File: src/hdl/ptls_ram.sv
// Generic simple dual-port RAM, one write and one registered read port.
module ptls_ram #(
  parameter int WIDTH = 8,
  parameter int DEPTH = 16
) (
  input  logic                     clk_i,
  input  logic                     we_i,
  input  logic [$clog2(DEPTH)-1:0] waddr_i,
  input  logic [WIDTH-1:0]         wdata_i,
  input  logic                     re_i,
  input  logic [$clog2(DEPTH)-1:0] raddr_i,
  output logic [WIDTH-1:0]         rdata_o
);

  logic [WIDTH-1:0] mem_q [DEPTH];
  logic [WIDTH-1:0] rdata_q;

  always_ff @(posedge clk_i) begin
    if (we_i) begin
      mem_q[waddr_i] <= wdata_i;
    end
    if (re_i) begin
      rdata_q <= mem_q[raddr_i];
    end
  end

  assign rdata_o = rdata_q;

endmodule

File: config.mk
export PLATFORM = sky130hd
export DESIGN_NAME = ptls_ram
export DESIGN_NICKNAME = d
export VERILOG_FILES = /design/src/hdl/ptls_ram.sv
export SDC_FILE = /design/constraint.sdc
export NUM_CORES = 1
export LEC_CHECK = 0
export ABC_AREA = 1
export BUFFER_PORTS_ARGS = -buffer_cell sky130_fd_sc_hd__buf_4
export CORE_MARGIN = 2
export CORE_UTILIZATION = 55
export DETAILED_ROUTE_END_ITERATION = 16
export PLACE_DENSITY = 0.81
export SETUP_SLACK_MARGIN = 0.05
export SYNTH_ARGS = -nofsm -noshare
export SYNTH_HDL_FRONTEND = slang
export SYNTH_SLANG_ARGS = --single-unit
File: constraint.sdc
create_clock -name clk_i -period 1.34 [get_ports clk_i]
set_clock_uncertainty 0.1 [all_clocks]
set_input_delay 0.134 -clock clk_i [delete_from_list [all_inputs] [get_ports clk_i]]
set_output_delay 0.134 -clock clk_i [all_outputs]
set_load 0.02 [all_outputs]
==> impl_metrics.csv, run 1 <==
group,metric,value,unit
sta,rsz0062_at_grt,"yes",
power_and_ir_drop,irDropWorstVdd,949.1,uV
route,ant_nets,0,
global_route,overflow,0,
route,vias,4078,
sta,worst_slack,-0.04623,ns
floorplan,fp-row-count,37,
clocking,cts-root-buf,"clkbuf_8",
clocking,cts.sinks,136,
synthesis,yosys-top-cells-count,"nand2_1, edfxtp_1, inv_1, nand3_1, nor2_1",
layout,nNetsFinal,626,
synthesis,synth_edf_count,136,
global_route,antenna_found_initial,0,
power_and_ir_drop,power,10.20,mW
worst_setup_path,cp_cell_sequence,"buf_6",
status,violations,"setup timing",
synthesis,synth.largest_area_cell,"edfxtp_1",
clocking,cts_tree,"built",
synthesis,synth.area.top_cells,"edfxtp_1, nand2_1, nand3_1",
synthesis,yosysMostFrequentCell,"nand2_1",
flow_run,cap_violations,0,
synthesis,yosysSeqAreaShare,0.6985,
sta,fin_crit,1.386,ns
layout,areaGrowthSynthToFinish,20.89,%
sta,fin_crit_sh,1.034,
worst_setup_path,crit_family,"flip-flops",
synthesis,synth-simple-area-share,0.2076,
global_route,grt_max_degree,35,
synthesis,synth_nets,570,
worst_setup_path,start_kind,"flop",
floorplan,start_util,0.5664,
floorplan,io_pins,27,
layout,fin_util,0.6846,
power_and_ir_drop,p_leak,3.055,nW
worst_setup_path,path_buf_inv,1,
floorplan,die_h,107.1,um
worst_setup_path,critPathMaxFanout,1,
worst_setup_path,cp-end-kind,"output port",
sta,finalSetupViolCount,2,
worst_setup_path,startpoint,"rdata_o[0]",
clocking,clock_path_buffers,2,
clocking,clkTransAtPathRegs,0.06,ns
global_route,grt_pass1_vias,3850,
layout,final_layout_size_suffix_gt1_frac,0.1419,
synthesis,synth_top_family_by_area,"simple AND/OR/NAND/NOR gates",
floorplan,die_w,107.1,um
route,first_iter_violations,425,
synthesis,synth.cell_area,5847,um2
route,detail_route.wirelength,13.23,mm
floorplan,design.core.area,10320,um2
synthesis,ys_warn_count,0,
synthesis,avgSynthCellArea,10.61,um2
clocking,numCtsBuffers,17,
synthesis,synth_top_area_frac,0.6985,
route,post_drt_wl_per_cell,17.50,um
placement,gp_congestion,0.8508,
power_and_ir_drop,power.density,1443,nW/um2
sta,tns,-0.07424,ns
sta,finalMaxSlewViolations,0,
sta,tightest_slew,0.6283,ns
sta,max_freq,721.4,MHz
floorplan,die_area,11470,um2
clocking,htreeDepth,4,
worst_hold_path,hold_path_depth,4,
synthesis,synth-adder-area-share,0,
worst_setup_path,reg2reg_from,"mem_q[1][7]",
route,vias_per_cell,5.394,
worst_setup_path,worstSetupPathType,"reg -> out",
worst_hold_path,worst_hold_path_type,"in -> reg",
worst_setup_path,r2r_cells,6,
synthesis,synth-compound-area-share,0,
layout,diodes,0,
global_route,grt_pass1_wl,20.76,mm
worst_setup_path,cpMaxStageDelayCell,"edfxtp_1",
clocking,clock_latency,0.53,ns
route,drcViolationCount,0,
placement,port_buffers,26,
sta,hold_violations,0,
worst_setup_path,required,1.11,ns
worst_setup_path,cp_data_arrival_time,1.15,ns
synthesis,async_flop_share,0,
layout,fillers,711,
synthesis,yosys_most_used_dff,"edfxtp_1",
synthesis,netlist_instances,551,
status,status,"finished with violations",
placement,hpwlAfterDp,7.956,mm
synthesis,ys_ff_latch,136,
worst_setup_path,max_stage_delay,0.46,ns
worst_setup_path,cp.depth,1,
worst_hold_path,min_from,"we_i",
sta,slew_headroom,0.5805,
synthesis,synth-xor-area-share,0,
route,dr.pass1.iters,6,
synthesis,synth_mux_area_frac,0,
synthesis,yosysUniqueCellTypes,11,
clocking,cts_setup_buffers,0,
global_route,grt_use_total,0.2518,
## cell type report
class                      instances  area, um2  share of cell area
multi-input combinational        289       1254              0.1774
tap                              136      170.2             0.02408
timing repair buffer              61      578.1             0.08178
clock inverter                    14      181.4             0.02567
inverter                         102      382.9             0.05417
clock buffer                      18      417.9             0.05913
sequential                       136       4084              0.5778
## cell families after synthesis
logic type             after synthesis
flip-flops                         136
AND/OR/NAND/NOR                    289
buffers and inverters              126
## cell usage in the layout (no fill, tap or decap), types with 8 or more instances in the layout
master,n
edfxtp_1,136
buf_4,37
inv_1,100
nor2_1,17
dlygate4sd3_1,11
nand3_2,8
nand3_1,89
nand2_1,173
buf_6,8
clkbuf_16,16
## per-stage QoR
| stage | instance area [um2] | hold WS, ns | instances | setup slack (ns) |
|---|---|---|---|---|
| 6_report | 7068 | 0.1267 | 756 | -0.04623 |
| 5_1_grt | 7068 | 0.1602 | 756 | -0.05200 |
| 4_1_cts | 7028 | 0.1124 | 756 | -0.04387 |
| 3_5_place_dp | 6289 | 0.3452 | 713 | -0.1412 |
| 3_3_place_gp | 6289 | 0.3344 | 713 | -0.1379 |
| 2_1_floorplan | 5847 | 0.1329 | 551 | 0.1552 |
## state kept, by name (all words and copies together), names as in the netlist
name,count
rdata_o,8
mem_q,128
## per-layer routing
metal	part of all wire	global-route usage	vias to the layer above
met5	0	0	-
met1	0.38	0.3378	1918
met2	0.50	0.4019	241
met3	0.11	0.05593	24
met4	0.018	0.1011	0
li1	-	-	1895
## final timing paths
check / endpoint / slack, ns
worst min-delay path: mem_q[2][4] / 0.13
worst min register to register: rdata_o[4] / 0.66
worst max-delay path: rdata_o[0] / -0.05
worst max register to register: rdata_o[7] / 0.10
## report_power, final
part | switching [mW] | total, mW | leakage [nW] | internal (mW)
clock | 1.67 | 4.67 | 0.283 | 3.00
combinational | 0.453 | 0.704 | 1.54 | 0.252
sequential | 0.0332 | 4.83 | 1.24 | 4.79
total | 2.16 | 10.2 | 3.06 | 8.04
## timing repair
item                                    CTS  global route
endpoints found under the setup margin    8            13
endpoints found under the hold margin   144             0
gates resized for setup                   8             8
pin swaps                                 0             2
hold buffers                             11             0
Power figures use the tool's default switching activity.
==> inputs of run 2 (changes only) <==
--- a/config.mk
+++ b/config.mk
@@ -5,7 +5,6 @@
 export SDC_FILE = /design/constraint.sdc
 export NUM_CORES = 1
 export LEC_CHECK = 0
-export ABC_AREA = 1
 export BUFFER_PORTS_ARGS = -buffer_cell sky130_fd_sc_hd__buf_4
 export CORE_MARGIN = 2
 export CORE_UTILIZATION = 55
==> run 2 against run 1 <==
The flow still finishes with violations (setup timing); flip-flop and latch count unchanged; combinational power down 16%; die area down 10%; final cell count down 42%; highest routed layer unchanged; sequential power about the same; critical path type is now reg -> reg; synthesized cell count down 58%; largest power group unchanged; total power down 3.9%.
==> impl_metrics.csv, run 2 <==
group,metric,value,unit
status,status,"finished with violations",
status,violations,"setup timing",
worst_setup_path,cp-end-kind,"flop",
placement,placed_cell_area,5788,um2
layout,largest_register,"mem_q",
flow_run,cap_violations,0,
global_route,grt_use_total,0.2242,
synthesis,yosysMostFrequentCell,"edfxtp_1",
synthesis,ys_warn_count,0,
synthesis,synth_mux_area_frac,0.1479,
synthesis,synth-adder-area-share,0,
sta,fin_crit_sh,1.155,
worst_setup_path,cp_cell_sequence,"mux4_2 > a22oi_2 > nand2_1",
placement,gp_congestion,0.7795,
synthesis,yosys_most_used_dff,"edfxtp_1",
floorplan,die_h,101.5,um
floorplan,die_area,10300,um2
route,ant_nets,0,
clocking,htreeDepth,4,
synthesis,yosysSeqAreaShare,0.7812,
synthesis,async_flop_share,0,
route,drcViolationCount,0,
layout,final_cell_mix,"edfxtp_1, buf_4, mux4_2",
synthesis,yosys-top-cells-count,"edfxtp_1, mux4_2, a22oi_1, mux4_1, nor2_1",
worst_setup_path,cpMaxStageDelayCell,"mux4_2",
floorplan,design.core.area,9240,um2
worst_setup_path,start_kind,"flop",
route,post_drt_wl_per_cell,23.31,um
clocking,cts-root-buf,"clkbuf_8",
sta,worst_slack,-0.2081,ns
layout,finalInstanceArea,6541,um2
clocking,cts_tree,"built",
synthesis,synth.cell_area,5228,um2
worst_setup_path,crit_family,"multiplexers",
global_route,grt_pass1_vias,2647,
sta,rsz0062_at_grt,"yes",
sta,hold_violations,0,
sta,max_freq,645.9,MHz
placement,place_ws,-0.3753,ns
synthesis,ys_ff_latch,136,
layout,areaGrowthSynthToFinish,25.13,%
worst_setup_path,critPathMaxFanout,1,
worst_setup_path,required,1.50,ns
synthesis,synth_nets,248,
worst_hold_path,worst_hold_path_type,"in -> reg",
power_and_ir_drop,combinationalPowerShare,0.060,
worst_setup_path,max_stage_delay,0.51,ns
global_route,overflow,0,
synthesis,netlist_instances,229,
power_and_ir_drop,p_clk_frac,0.447,
floorplan,die_w,101.5,um
layout,final_common_cell,"edfxtp_1",
clocking,cts_setup_buffers,0,
synthesis,synth.largest_area_cell,"edfxtp_1",
worst_setup_path,worstSetupPathType,"reg -> reg",
synthesis,synth_top_family_by_area,"multiplexers",
floorplan,fp-row-count,35,
power_and_ir_drop,internal_power,7.886,mW
sta,slew_headroom,0.3898,
route,vias,2605,
synthesis,avgSynthCellArea,22.83,um2
layout,diodes,0,
floorplan,io_pins,27,
synthesis,synth_edf_count,136,
power_and_ir_drop,power.share.switching,0.1956,
synthesis,synth-simple-area-share,0.03135,
power_and_ir_drop,irDropWorstVdd,1005,uV
sta,fin_crit,1.548,ns
clocking,clock_latency,0.51,ns
layout,fin_util,0.7079,
global_route,grt_pass1_wl,15.80,mm
clocking,clkTransAtPathRegs,0.06,ns
power_and_ir_drop,seq_power_share,0.493,
layout,nNetsFinal,320,
layout,final_layout_size_suffix_gt1_frac,0.4217,
synthesis,synth.area.top_cells,"edfxtp_1, mux4_2, mux4_1",
worst_setup_path,path_buf_inv,0,
clocking,clock_path_buffers,2,
layout,largest_reg_flops,128,
route,first_iter_violations,228,
placement,port_buffers,26,
clocking,cts.sinks,136,
global_route,grt_max_degree,18,
synthesis,yosysUniqueCellTypes,18,
route,detail_route.wirelength,10.30,mm
route,dr.pass1.iters,5,
synthesis,synth_top_area_frac,0.7812,
sta,finalMaxSlewViolations,0,
worst_setup_path,cp_data_arrival_time,1.70,ns
power_and_ir_drop,power.density,1499,nW/um2
clocking,numCtsBuffers,17,
layout,fillers,538,
floorplan,start_util,0.5657,
sta,tightest_slew,0.9135,ns
global_route,antenna_found_initial,0,
synthesis,synth-xor-area-share,0,
sta,finalSetupViolCount,8,
synthesis,synth-compound-area-share,0.02298,
power_and_ir_drop,p_sw,1.918,mW
power_and_ir_drop,p_leak,2.177,nW
route,vias_per_cell,5.894,
placement,hpwlAfterDp,6.189,mm
==> run 2: cell count changes after synthesis, moves of 3 or more <==
| cell | delta |
|---|---|
| buf_6 | -3 |
| buf_2 | -10 |
| a22oi_1 | +16 |
| nor2_1 | -4 |
| clkdlybuf4s25_2 | +3 |
| inv_1 | -100 |
| nand3_1 | -96 |
| mux4_2 | +18 |
| nor3_1 | +4 |
| buf_4 | -3 |
| mux4_1 | +14 |
| nand2_1 | -164 |
==> run 2: worst min-delay path, stage by stage <==
cell    delay, ns
buf_4        0.15
nor3_4       0.06
buf_12       0.13
==> run 2: cell families (layout without fill, tap and decap cells) <==
logic type / after synthesis / in the layout
AOI/OAI and AO/OA: 16 / 16
buffers and inverters: 10 / 94
DFF: 136 / 136
muxes: 32 / 32
and+or+nand+nor: 35 / 35
==> run 2: power by group through the flow <==
| stage | Clock [mW] | Combinational [mW] | Sequential (mW) |
|---|---|---|---|
| 2_1_floorplan | 0 | 0.268 | 4.93 |
| 6_report | 4.38 | 0.590 | 4.83 |
| 3_3_place_gp | 0 | 0.517 | 4.90 |
| 3_5_place_dp | 0 | 0.532 | 4.91 |
| 5_1_grt | 4.61 | 0.635 | 4.84 |
| 4_1_cts | 4.44 | 0.586 | 4.83 |
==> run 2: layout make-up <==
cell class	count	area, um2	share of cell area
clock buffer	21	429.2	0.06561
clock inverter	10	128.9	0.01970
multi-input combinational	83	1099	0.1679
sequential	136	4084	0.6243
tap	129	161.4	0.02467
timing repair buffer	63	639.4	0.09774
==> run 2: layer usage <==
| metal | share of wire | vias to the layer above | track usage |
|---|---|---|---|
| met2 | 0.52 | 121 | 0.3647 |
| met3 | 0.059 | 11 | 0.05590 |
| met1 | 0.40 | 1359 | 0.2988 |
| met5 | 0 | - | 0 |
| met4 | 0.014 | 0 | 0.08316 |
| li1 | - | 1114 | - |
==> run 2: timing repair <==
item / 4_1_cts / 5_1_grt
hold buffers: 10 / 0
endpoints found under the hold margin: 142 / 0
pin swaps: 4 / 2
endpoints found under the setup margin: 16 / 40
resized for setup: 16 / 9
==> run 2: per-stage QoR <==
stage	hold slack [ns]	power, mW	cells	TNS (ns)
after floorplan	0.1329	5.195	229	-0.7439
after global placement	0.3356	5.422	401	-4.386
after detailed placement	0.3350	5.442	401	-5.865
after CTS	0.004926	9.857	442	-1.408
after global routing	0.03013	10.09	442	-1.641
final	0.03983	9.804	442	-1.223
==> run 2: worst paths after layout <==
path | start | end | slack (ns) | cells after the start
max | mem_q[11][2] | rdata_o[2] | -0.21 | 3
min | waddr_i[0] | mem_q[0][6] | 0.04 | 3
max reg2reg | mem_q[11][2] | rdata_o[2] | -0.21 | 3
min reg2reg | mem_q[4][5] | rdata_o[5] | 0.65 | 3
