File: src/hdl/ptls_pkg.sv
// Shared constants, codes and types for the per-bank time list store.
package ptls_pkg;

  localparam int STATIONS     = 16;
  localparam int CAPACITY     = 64;
  localparam int RESULT_LIMIT = 64;
  localparam int MIN_PER_HOUR = 60;
  localparam int CFG_RESET    = 16;

  localparam int ST_W   = (STATIONS > 1) ? $clog2(STATIONS) : 1;
  localparam int IDX_W  = (CAPACITY > 1) ? $clog2(CAPACITY) : 1;
  localparam int CNT_W  = $clog2(CAPACITY + 1);
  localparam int ADDR_W = ST_W + IDX_W;
  localparam int DEPTH  = STATIONS << IDX_W;

  localparam int HOUR_W  = 5;
  localparam int MIN_W   = 6;
  localparam int KEY_W   = HOUR_W + MIN_W;
  localparam int WAIT_W  = 11;
  localparam int LCNT_W  = 7;
  localparam int OCNT_W  = 7;
  localparam int CFG_W   = 5;

  typedef enum logic [1:0] {
    CMD_ADD    = 2'd0,
    CMD_REMOVE = 2'd1,
    CMD_QUERY  = 2'd2,
    CMD_LIST   = 2'd3
  } cmd_e;

  typedef enum logic [2:0] {
    ST_OK          = 3'd0,
    ST_BAD_STATION = 3'd1,
    ST_FULL        = 3'd2,
    ST_NOT_FOUND   = 3'd3,
    ST_BAD_COUNT   = 3'd4
  } status_e;

  typedef struct packed {
    status_e             status;
    logic [HOUR_W-1:0]   hour;
    logic [MIN_W-1:0]    minute;
    logic [WAIT_W-1:0]   wait_min;
    logic [1:0]          platform;
    logic                entry_valid;
    logic [OCNT_W-1:0]   count;
    logic                last;
  } res_t;

  typedef struct packed {
    logic              we;
    logic [ADDR_W-1:0] waddr;
    logic [KEY_W-1:0]  wdata;
    logic              re;
    logic [ADDR_W-1:0] raddr;
  } ram_req_t;

endpackage

File: src/hdl/ptls_alu.sv
// Minute-of-day conversion with compare and difference against a reference.
module ptls_alu (
  input  logic [ptls_pkg::KEY_W-1:0] key_i,
  input  logic [ptls_pkg::KEY_W-1:0] ref_i,
  output logic [ptls_pkg::KEY_W-1:0] mins_o,
  output logic                       ge_o,
  output logic [ptls_pkg::KEY_W-1:0] diff_o
);

  import ptls_pkg::*;

  logic [KEY_W-1:0] hour_ext;
  logic [KEY_W-1:0] min_ext;

  assign hour_ext = KEY_W'(key_i[KEY_W-1:MIN_W]);
  assign min_ext  = KEY_W'(key_i[MIN_W-1:0]);
  // hour*60+minute never exceeds 1923, so it fits the key width
  assign mins_o   = hour_ext * KEY_W'(MIN_PER_HOUR) + min_ext;
  assign ge_o     = mins_o >= ref_i;
  assign diff_o   = mins_o - ref_i;

endmodule

File: src/hdl/ptls_seq.sv
// Command sequencer: bank counts, entry scan/shift over the RAM, result register.
module ptls_seq (
  input  logic                        clk_i,
  input  logic                        rst_ni,
  input  logic                        in_valid_i,
  output logic                        in_stall_o,
  input  logic [1:0]                  cmd_i,
  input  logic [3:0]                  station_i,
  input  logic [ptls_pkg::HOUR_W-1:0] time_hour_i,
  input  logic [ptls_pkg::MIN_W-1:0]  time_minute_i,
  input  logic [ptls_pkg::LCNT_W-1:0] list_count_i,
  input  logic [ptls_pkg::CFG_W-1:0]  stations_in_use_i,
  output ptls_pkg::ram_req_t          ram_req_o,
  input  logic [ptls_pkg::KEY_W-1:0]  ram_rdata_i,
  output logic                        out_valid_o,
  input  logic                        out_stall_i,
  output ptls_pkg::res_t              out_res_o
);

  import ptls_pkg::*;

  typedef enum logic [2:0] {
    S_IDLE,
    S_REM_SCAN,
    S_REM_SHIFT,
    S_QRY_SCAN,
    S_LIST,
    S_EMIT
  } state_e;

  state_e           state_q, state_d;
  logic [ST_W-1:0]  st_q, st_d;
  logic [CNT_W-1:0] n_q, n_d;
  logic [CNT_W-1:0] lim_q, lim_d;
  logic [CNT_W-1:0] rd_q, rd_d;
  logic             pend_q, pend_d;
  logic [CNT_W-1:0] pend_idx_q, pend_idx_d;
  logic [KEY_W-1:0] key_q, key_d;
  logic [KEY_W-1:0] qmin_q, qmin_d;
  logic [1:0]       plat_q, plat_d;
  res_t             res_q, res_d;
  logic             out_valid_q, out_valid_d;
  res_t             out_q, out_d;
  logic [CNT_W-1:0] cnt_q [STATIONS];

  logic [ST_W-1:0]  in_st;
  logic [CNT_W-1:0] cur_cnt;
  logic             bad_st;
  logic [KEY_W-1:0] key_in;
  logic [KEY_W-1:0] alu_key;
  logic [KEY_W-1:0] alu_mins;
  logic             alu_ge;
  logic [KEY_W-1:0] alu_diff;
  logic             out_free;
  logic             can_rd;
  logic [CNT_W-1:0] wr_idx;
  logic [31:0]      avail32;
  logic             cw_en;
  logic [ST_W-1:0]  cw_idx;
  logic [CNT_W-1:0] cw_val;
  logic             ld;
  res_t             ld_res;
  ram_req_t         req;
  logic             list_last;

  function automatic res_t mk_res(status_e s, logic [KEY_W-1:0] k, logic [WAIT_W-1:0] w,
                                  logic [1:0] p, logic v, logic [CNT_W-1:0] c, logic l);
    res_t r;
    r.status      = s;
    r.hour        = k[KEY_W-1:MIN_W];
    r.minute      = k[MIN_W-1:0];
    r.wait_min    = w;
    r.platform    = p;
    r.entry_valid = v;
    r.count       = OCNT_W'(c);
    r.last        = l;
    return r;
  endfunction

  assign in_st   = station_i[ST_W-1:0];
  assign cur_cnt = cnt_q[in_st];
  assign bad_st  = ({1'b0, station_i} >= stations_in_use_i) || (32'(station_i) >= STATIONS);
  assign key_in  = {time_hour_i, time_minute_i};
  // the converter serves the query time at accept and stored entries during a scan
  assign alu_key = (state_q == S_IDLE) ? key_in : ram_rdata_i;

  ptls_alu u_alu (
    .key_i  (alu_key),
    .ref_i  (qmin_q),
    .mins_o (alu_mins),
    .ge_o   (alu_ge),
    .diff_o (alu_diff)
  );

  assign out_free  = !out_valid_q || !out_stall_i;
  assign can_rd    = rd_q < lim_q;
  assign wr_idx    = pend_idx_q - CNT_W'(1);
  assign list_last = (pend_idx_q + CNT_W'(1)) == lim_q;
  assign in_stall_o = state_q != S_IDLE;

  always_comb begin
    logic [31:0] lc32;
    logic [31:0] n32;
    lc32    = 32'(list_count_i);
    n32     = 32'(cur_cnt);
    avail32 = (lc32 < n32) ? lc32 : n32;
    if (avail32 > RESULT_LIMIT) begin
      avail32 = RESULT_LIMIT;
    end
  end

  always_comb begin
    state_d    = state_q;
    st_d       = st_q;
    n_d        = n_q;
    lim_d      = lim_q;
    rd_d       = rd_q;
    pend_d     = 1'b0;
    pend_idx_d = pend_idx_q;
    key_d      = key_q;
    qmin_d     = qmin_q;
    plat_d     = plat_q;
    res_d      = res_q;
    req        = '0;
    cw_en      = 1'b0;
    cw_idx     = st_q;
    cw_val     = n_q;
    ld         = 1'b0;
    ld_res     = res_q;

    case (state_q)
      S_IDLE: begin
        if (in_valid_i) begin
          st_d   = in_st;
          n_d    = cur_cnt;
          key_d  = key_in;
          qmin_d = alu_mins;
          rd_d   = '0;
          plat_d = 2'd1;
          lim_d  = cur_cnt;
          state_d = S_EMIT;
          if (bad_st) begin
            res_d = mk_res(ST_BAD_STATION, '0, '0, 2'd0, 1'b0, '0, 1'b1);
          end else begin
            case (cmd_e'(cmd_i))
              CMD_ADD: begin
                if (32'(cur_cnt) >= CAPACITY) begin
                  res_d = mk_res(ST_FULL, '0, '0, 2'd0, 1'b0, cur_cnt, 1'b1);
                end else begin
                  req.we    = 1'b1;
                  req.waddr = {in_st, cur_cnt[IDX_W-1:0]};
                  req.wdata = key_in;
                  cw_en     = 1'b1;
                  cw_idx    = in_st;
                  cw_val    = cur_cnt + CNT_W'(1);
                  res_d = mk_res(ST_OK, '0, '0, 2'd0, 1'b0, cur_cnt + CNT_W'(1), 1'b1);
                end
              end
              CMD_REMOVE: state_d = S_REM_SCAN;
              CMD_QUERY:  state_d = S_QRY_SCAN;
              CMD_LIST: begin
                if (list_count_i == '0) begin
                  res_d = mk_res(ST_BAD_COUNT, '0, '0, 2'd0, 1'b0, cur_cnt, 1'b1);
                end else if (avail32 == 32'd0) begin
                  res_d = mk_res(ST_OK, '0, '0, 2'd0, 1'b0, cur_cnt, 1'b1);
                end else begin
                  lim_d   = CNT_W'(avail32);
                  state_d = S_LIST;
                end
              end
              default: state_d = S_EMIT;
            endcase
          end
        end
      end

      S_REM_SCAN, S_REM_SHIFT, S_QRY_SCAN: begin
        req.re     = can_rd;
        req.raddr  = {st_q, rd_q[IDX_W-1:0]};
        pend_d     = can_rd;
        pend_idx_d = rd_q;
        if (can_rd) begin
          rd_d = rd_q + CNT_W'(1);
        end
        if (state_q == S_REM_SCAN) begin
          if (pend_q && ram_rdata_i == key_q) begin
            // the read already in flight is the first entry to move down
            state_d = S_REM_SHIFT;
          end else if (!pend_q && !can_rd) begin
            res_d   = mk_res(ST_NOT_FOUND, '0, '0, 2'd0, 1'b0, n_q, 1'b1);
            state_d = S_EMIT;
          end
        end else if (state_q == S_REM_SHIFT) begin
          if (pend_q) begin
            req.we    = 1'b1;
            req.waddr = {st_q, wr_idx[IDX_W-1:0]};
            req.wdata = ram_rdata_i;
          end else if (!can_rd) begin
            cw_en   = 1'b1;
            cw_val  = n_q - CNT_W'(1);
            res_d   = mk_res(ST_OK, '0, '0, 2'd0, 1'b0, n_q - CNT_W'(1), 1'b1);
            state_d = S_EMIT;
          end
        end else begin
          if (pend_q && alu_ge) begin
            res_d   = mk_res(ST_OK, ram_rdata_i, alu_diff, 2'd0, 1'b1, n_q, 1'b1);
            state_d = S_EMIT;
          end else if (!pend_q && !can_rd) begin
            res_d   = mk_res(ST_NOT_FOUND, '0, '0, 2'd0, 1'b0, n_q, 1'b1);
            state_d = S_EMIT;
          end
        end
      end

      S_LIST: begin
        // one read ahead; a stalled output holds the read data in the RAM register
        req.raddr = {st_q, rd_q[IDX_W-1:0]};
        req.re    = can_rd && (!pend_q || out_free);
        if (req.re) begin
          pend_d     = 1'b1;
          pend_idx_d = rd_q;
          rd_d       = rd_q + CNT_W'(1);
        end else begin
          pend_d = pend_q && !out_free;
        end
        if (pend_q && out_free) begin
          ld     = 1'b1;
          ld_res = mk_res(ST_OK, ram_rdata_i, '0, plat_q, 1'b1, n_q, list_last);
          plat_d = (plat_q == 2'd3) ? 2'd1 : plat_q + 2'd1;
          if (list_last) begin
            state_d = S_IDLE;
          end
        end
      end

      S_EMIT: begin
        if (out_free) begin
          ld      = 1'b1;
          ld_res  = res_q;
          state_d = S_IDLE;
        end
      end

      default: state_d = S_IDLE;
    endcase

    out_valid_d = ld || (out_valid_q && out_stall_i);
    out_d       = ld ? ld_res : out_q;
  end

  assign ram_req_o = req;

  always_ff @(posedge clk_i or negedge rst_ni) begin
    if (!rst_ni) begin
      state_q     <= S_IDLE;
      st_q        <= '0;
      n_q         <= '0;
      lim_q       <= '0;
      rd_q        <= '0;
      pend_q      <= 1'b0;
      pend_idx_q  <= '0;
      key_q       <= '0;
      qmin_q      <= '0;
      plat_q      <= 2'd1;
      res_q       <= '0;
      out_valid_q <= 1'b0;
      out_q       <= '0;
      for (int i = 0; i < STATIONS; i++) begin
        cnt_q[i] <= '0;
      end
    end else begin
      state_q     <= state_d;
      st_q        <= st_d;
      n_q         <= n_d;
      lim_q       <= lim_d;
      rd_q        <= rd_d;
      pend_q      <= pend_d;
      pend_idx_q  <= pend_idx_d;
      key_q       <= key_d;
      qmin_q      <= qmin_d;
      plat_q      <= plat_d;
      res_q       <= res_d;
      out_valid_q <= out_valid_d;
      out_q       <= out_d;
      if (cw_en) begin
        cnt_q[cw_idx] <= cw_val;
      end
    end
  end

  assign out_valid_o = out_valid_q;
  assign out_res_o   = out_q;

endmodule

File: config.mk
export PLATFORM = sky130hd
export DESIGN_NAME = ptls_seq
export DESIGN_NICKNAME = d
export VERILOG_FILES = /design/src/hdl/ptls_pkg.sv /design/src/hdl/ptls_alu.sv /design/src/hdl/ptls_seq.sv
export SDC_FILE = /design/constraint.sdc
export NUM_CORES = 1
export LEC_CHECK = 0
export ABC_AREA = 1
export BUFFER_PORTS_ARGS = -buffer_cell sky130_fd_sc_hd__buf_4
export CORE_ASPECT_RATIO = 1.4
export CORE_MARGIN = 2
export CORE_UTILIZATION = 55
export CTS_CLUSTER_DIAMETER = 120
export CTS_CLUSTER_SIZE = 12
export DETAILED_ROUTE_END_ITERATION = 8
export PLACE_DENSITY = 0.74
export SLEW_MARGIN = 10
export SYNTH_ARGS = -nofsm -noshare
export SYNTH_HDL_FRONTEND = slang
export SYNTH_SLANG_ARGS = --single-unit
File: constraint.sdc
create_clock -name clk_i -period 7.6 [get_ports clk_i]
set_clock_uncertainty 0.1 [all_clocks]
set_input_delay 1.9 -clock clk_i [delete_from_list [all_inputs] [get_ports clk_i]]
set_output_delay 1.9 -clock clk_i [all_outputs]
set_load 0.02 [all_outputs]
==> impl_metrics.toml <==
[power_and_ir_drop]
ir_drop_mv = 0.391
leakagePower_nw = 7.88
p_per_area_nw_per_um2 = 519

[run_status]
status = "completed"

[global_routing]
grt_pass1_wl_um = 66100
top_usage_layer = "met2"
grt_pass1_vias = 12867
globalRouteOverflowTotal = 0
use_met1 = 0.377
grtUsageMet2 = 0.510
grt_usage = 0.296
grt_max_degree = 152
met3_usage = 0.0277
grt_antenna_before_repair = 0

[place]
gp_congestion = 0.964
placed_cells = 2267
io_buffer_count = 114
dp_hpwl_um = 29300

[sta]
worst_slew_pin_slew_ns = 1.08
tns_ns = 0
max_slew_margin = 0.280
setup_violations = 0
fmax_ghz = 0.145
hold_violations = 0
fin_crit_sh = 0.907
holdWs_ns = 0.368
drv_slew = 0
period_needed_ns = 6.90
rsz0062_at_grt = "no"

[floorplan]
start_util = 0.559
chipWidth_um = 142
die-area_um2 = 27800
ios = 115
coreArea_um2 = 26100
rows = 70
dieHeight_um = 197

[yosys]
ys_ff_latch = 245
ys_seq_area_frac = 0.421
syn_avg_cell_area_um2 = 7.70
synth.area.top_cells = "dfrtp_1 (42%), nand2_1 (12%), o21ai_0 (6.9%)"
ys_async_sr_fraction = 1.00
synth_top_area_frac = 0.419
synthDistinctLibCells = 55
synth_top_cell_by_area = "dfrtp_1"
synthCells = 1894
synth-edff-count = 0
synth_common_cells = "nand2_1 (457), dfrtp_1 (244), inv_1 (214)"
yosys.cell_count.top_type = "nand2_1"
netlist_area_um2 = 14600
ys.flop_type = "dfrtp_1"
yosys_warnings = 0
synth_fp_nets = 2003

[final_layout]
finish.utilization = 0.625
layout.nets = 2078
final_cells = 2302
antenna_cells = 0
drive_above_1_share = 0.112
syn2layout_area_growth_pct = 11.9

[route]
initialDrtViolationCount = 883
vias = 13100
routedWlPerCell_um = 17.5
ant_nets = 0
wl_um = 40300
routed_via_density = 5.69
route.detailed.drc = 0
drt_pass1_iterations = 6

[clocking]
clk_latency_ns = 0.54
cts_buffers = 24
cts_tree = "built"
clkTransAtPathRegs_ns = 0.06
cts_setup_buffers = 0
root_buffer = "clkbuf_16"
clkSinkCount = 245
cts-htree-levels = 1
cts_max_path_buffers = 3

[worst_setup_path]
critPathCaptureType = "flop"
cp.arrival_ns = 7.23
path_common_cell = "inv_1"
crit_path_start_kind = "input pin"
critical_path_class = "input pin to flop"
critPathMaxFanout = 7
worst_path_max_delay_cell = "fa_1"
worst_path_largest_cell_delay_ns = 0.53
required_ns = 7.94

[hold_path]
holdCritPathClass = "flop to flop"

[job]
drv_cap = 0
## per-layer routing
metal / share of wire / wire length (um)
met1: 0.41 / 16400
met2: 0.49 / 19800
met3: 0.054 / 2190
met4: 0.048 / 1940
met5: 0 / 0
## cells by family (layout without fill, tap and decap cells)
group / after synthesis / in the layout / synth area share
AO/OA/AOI/OAI: 493 / 493 / 0.191
XOR/XNOR: 43 / 43 / 0.0258
adder cells (fa/ha/maj): 65 / 65 / 0.0604
buffers and inverters: 320 / 404 / 0.0901
flip-flops: 245 / 245 / 0.421
multiplexers: 1 / 1 / 0.000772
AND/OR/NAND/NOR: 727 / 727 / 0.211
## critical path: cells and delay by family
family	cells	cell delay, ns
AO/OA/AOI/OAI	7	0.97
AND/OR/NAND/NOR	13	1.20
XOR/XNOR	1	0.19
adder cells (fa/ha/maj)	5	2.13
buffers and inverters	9	0.84
## report_power, final
| group | switching (mW) | internal, mW | leakage, nW |
|---|---|---|---|
| registers | 0.256 | 1.70 | 3.11 |
| logic | 3.46 | 1.94 | 4.44 |
| clock network | 0.502 | 0.596 | 0.323 |
## state kept, by name, summed over array words and instances, names as in the netlist
signal / flops
cnt_q: 112
st_q: 4
res_q: 36
state_q: 3
qmin_q: 11
key_q: 11
lim_q: 7
rd_q: 7
n_q: 7
plat_q: 2
pend_q: 1
out_valid_o: 1
out_res_o: 36
pend_idx_q: 7
## layout by cell type (no fill, tap or decap), types with 3 or more instances in the layout
cell type	n
a31oi_1	4
clkbuf_16	25
clkbuf_1	9
xor2_1	30
nor2_4	3
o221ai_1	6
nor3_4	3
o211ai_1	48
o22ai_1	17
inv_2	12
nand3b_1	4
nand3_1	96
a22o_1	9
a21oi_1	81
o21a_1	4
xnor2_1	13
buf_4	137
nand4_1	9
fa_1	9
nand2_1	457
nor2_1	106
ha_1	56
inv_1	214
dfrtp_1	244
nor2_2	9
o21ai_0	201
o32ai_1	11
nor4_1	5
o21ai_1	97
nor3_1	15
or2_2	6
nand2_2	5
## layout make-up
type	instances	area (um2)
clock buffers	34	659
clock inverters	1	8.76
fillers	2355	9790
inverters	229	862
multi-input cells	1329	7160
flip-flops and latches	245	6130
well taps	324	405
repair buffers	140	1080
## final timing paths
kind                       slack [ns]              startpoint                        end  cells past startpoint
max in group asynchronous        4.83                  rst_ni      cnt_q[96]$_DFFE_PN0P_                      2
max reg2reg                      1.12  state_q[1]$_DFFE_PN0P_      res_q[14]$_DFFE_PN0P_                     36
max                              0.70          time_hour_i[2]      res_q[14]$_DFFE_PN0P_                     35
min                              0.37    res_q[0]$_DFFE_PN0P_       res_q[0]$_DFFE_PN0P_                      2
min reg2reg                      0.37    res_q[0]$_DFFE_PN0P_       res_q[0]$_DFFE_PN0P_                      2
min in group asynchronous        1.27                  rst_ni  out_res_o[26]$_DFFE_PN0P_                      1
## metrics by stage
| step | power [mW] | area [um2] | worst slack [ns] |
|---|---|---|---|
| after floorplan | 5.87 | 14600 | 0.583 |
| after CTS | 8.46 | 16300 | 0.564 |
| after global routing | 9.32 | 16300 | 0.126 |
| final | 8.46 | 16300 | 0.705 |
| after detailed placement | 7.33 | 15600 | 0.0137 |
| after global placement | 7.19 | 15600 | 0.189 |
## timing repair
action                                 in CTS  in global routing
setup endpoints to repair                   0                  4
hold buffers                                0                  0
endpoints found under the hold margin       0                  0
gates resized for setup                     0                  2
Note: power is estimated with default switching activity, not from simulation.
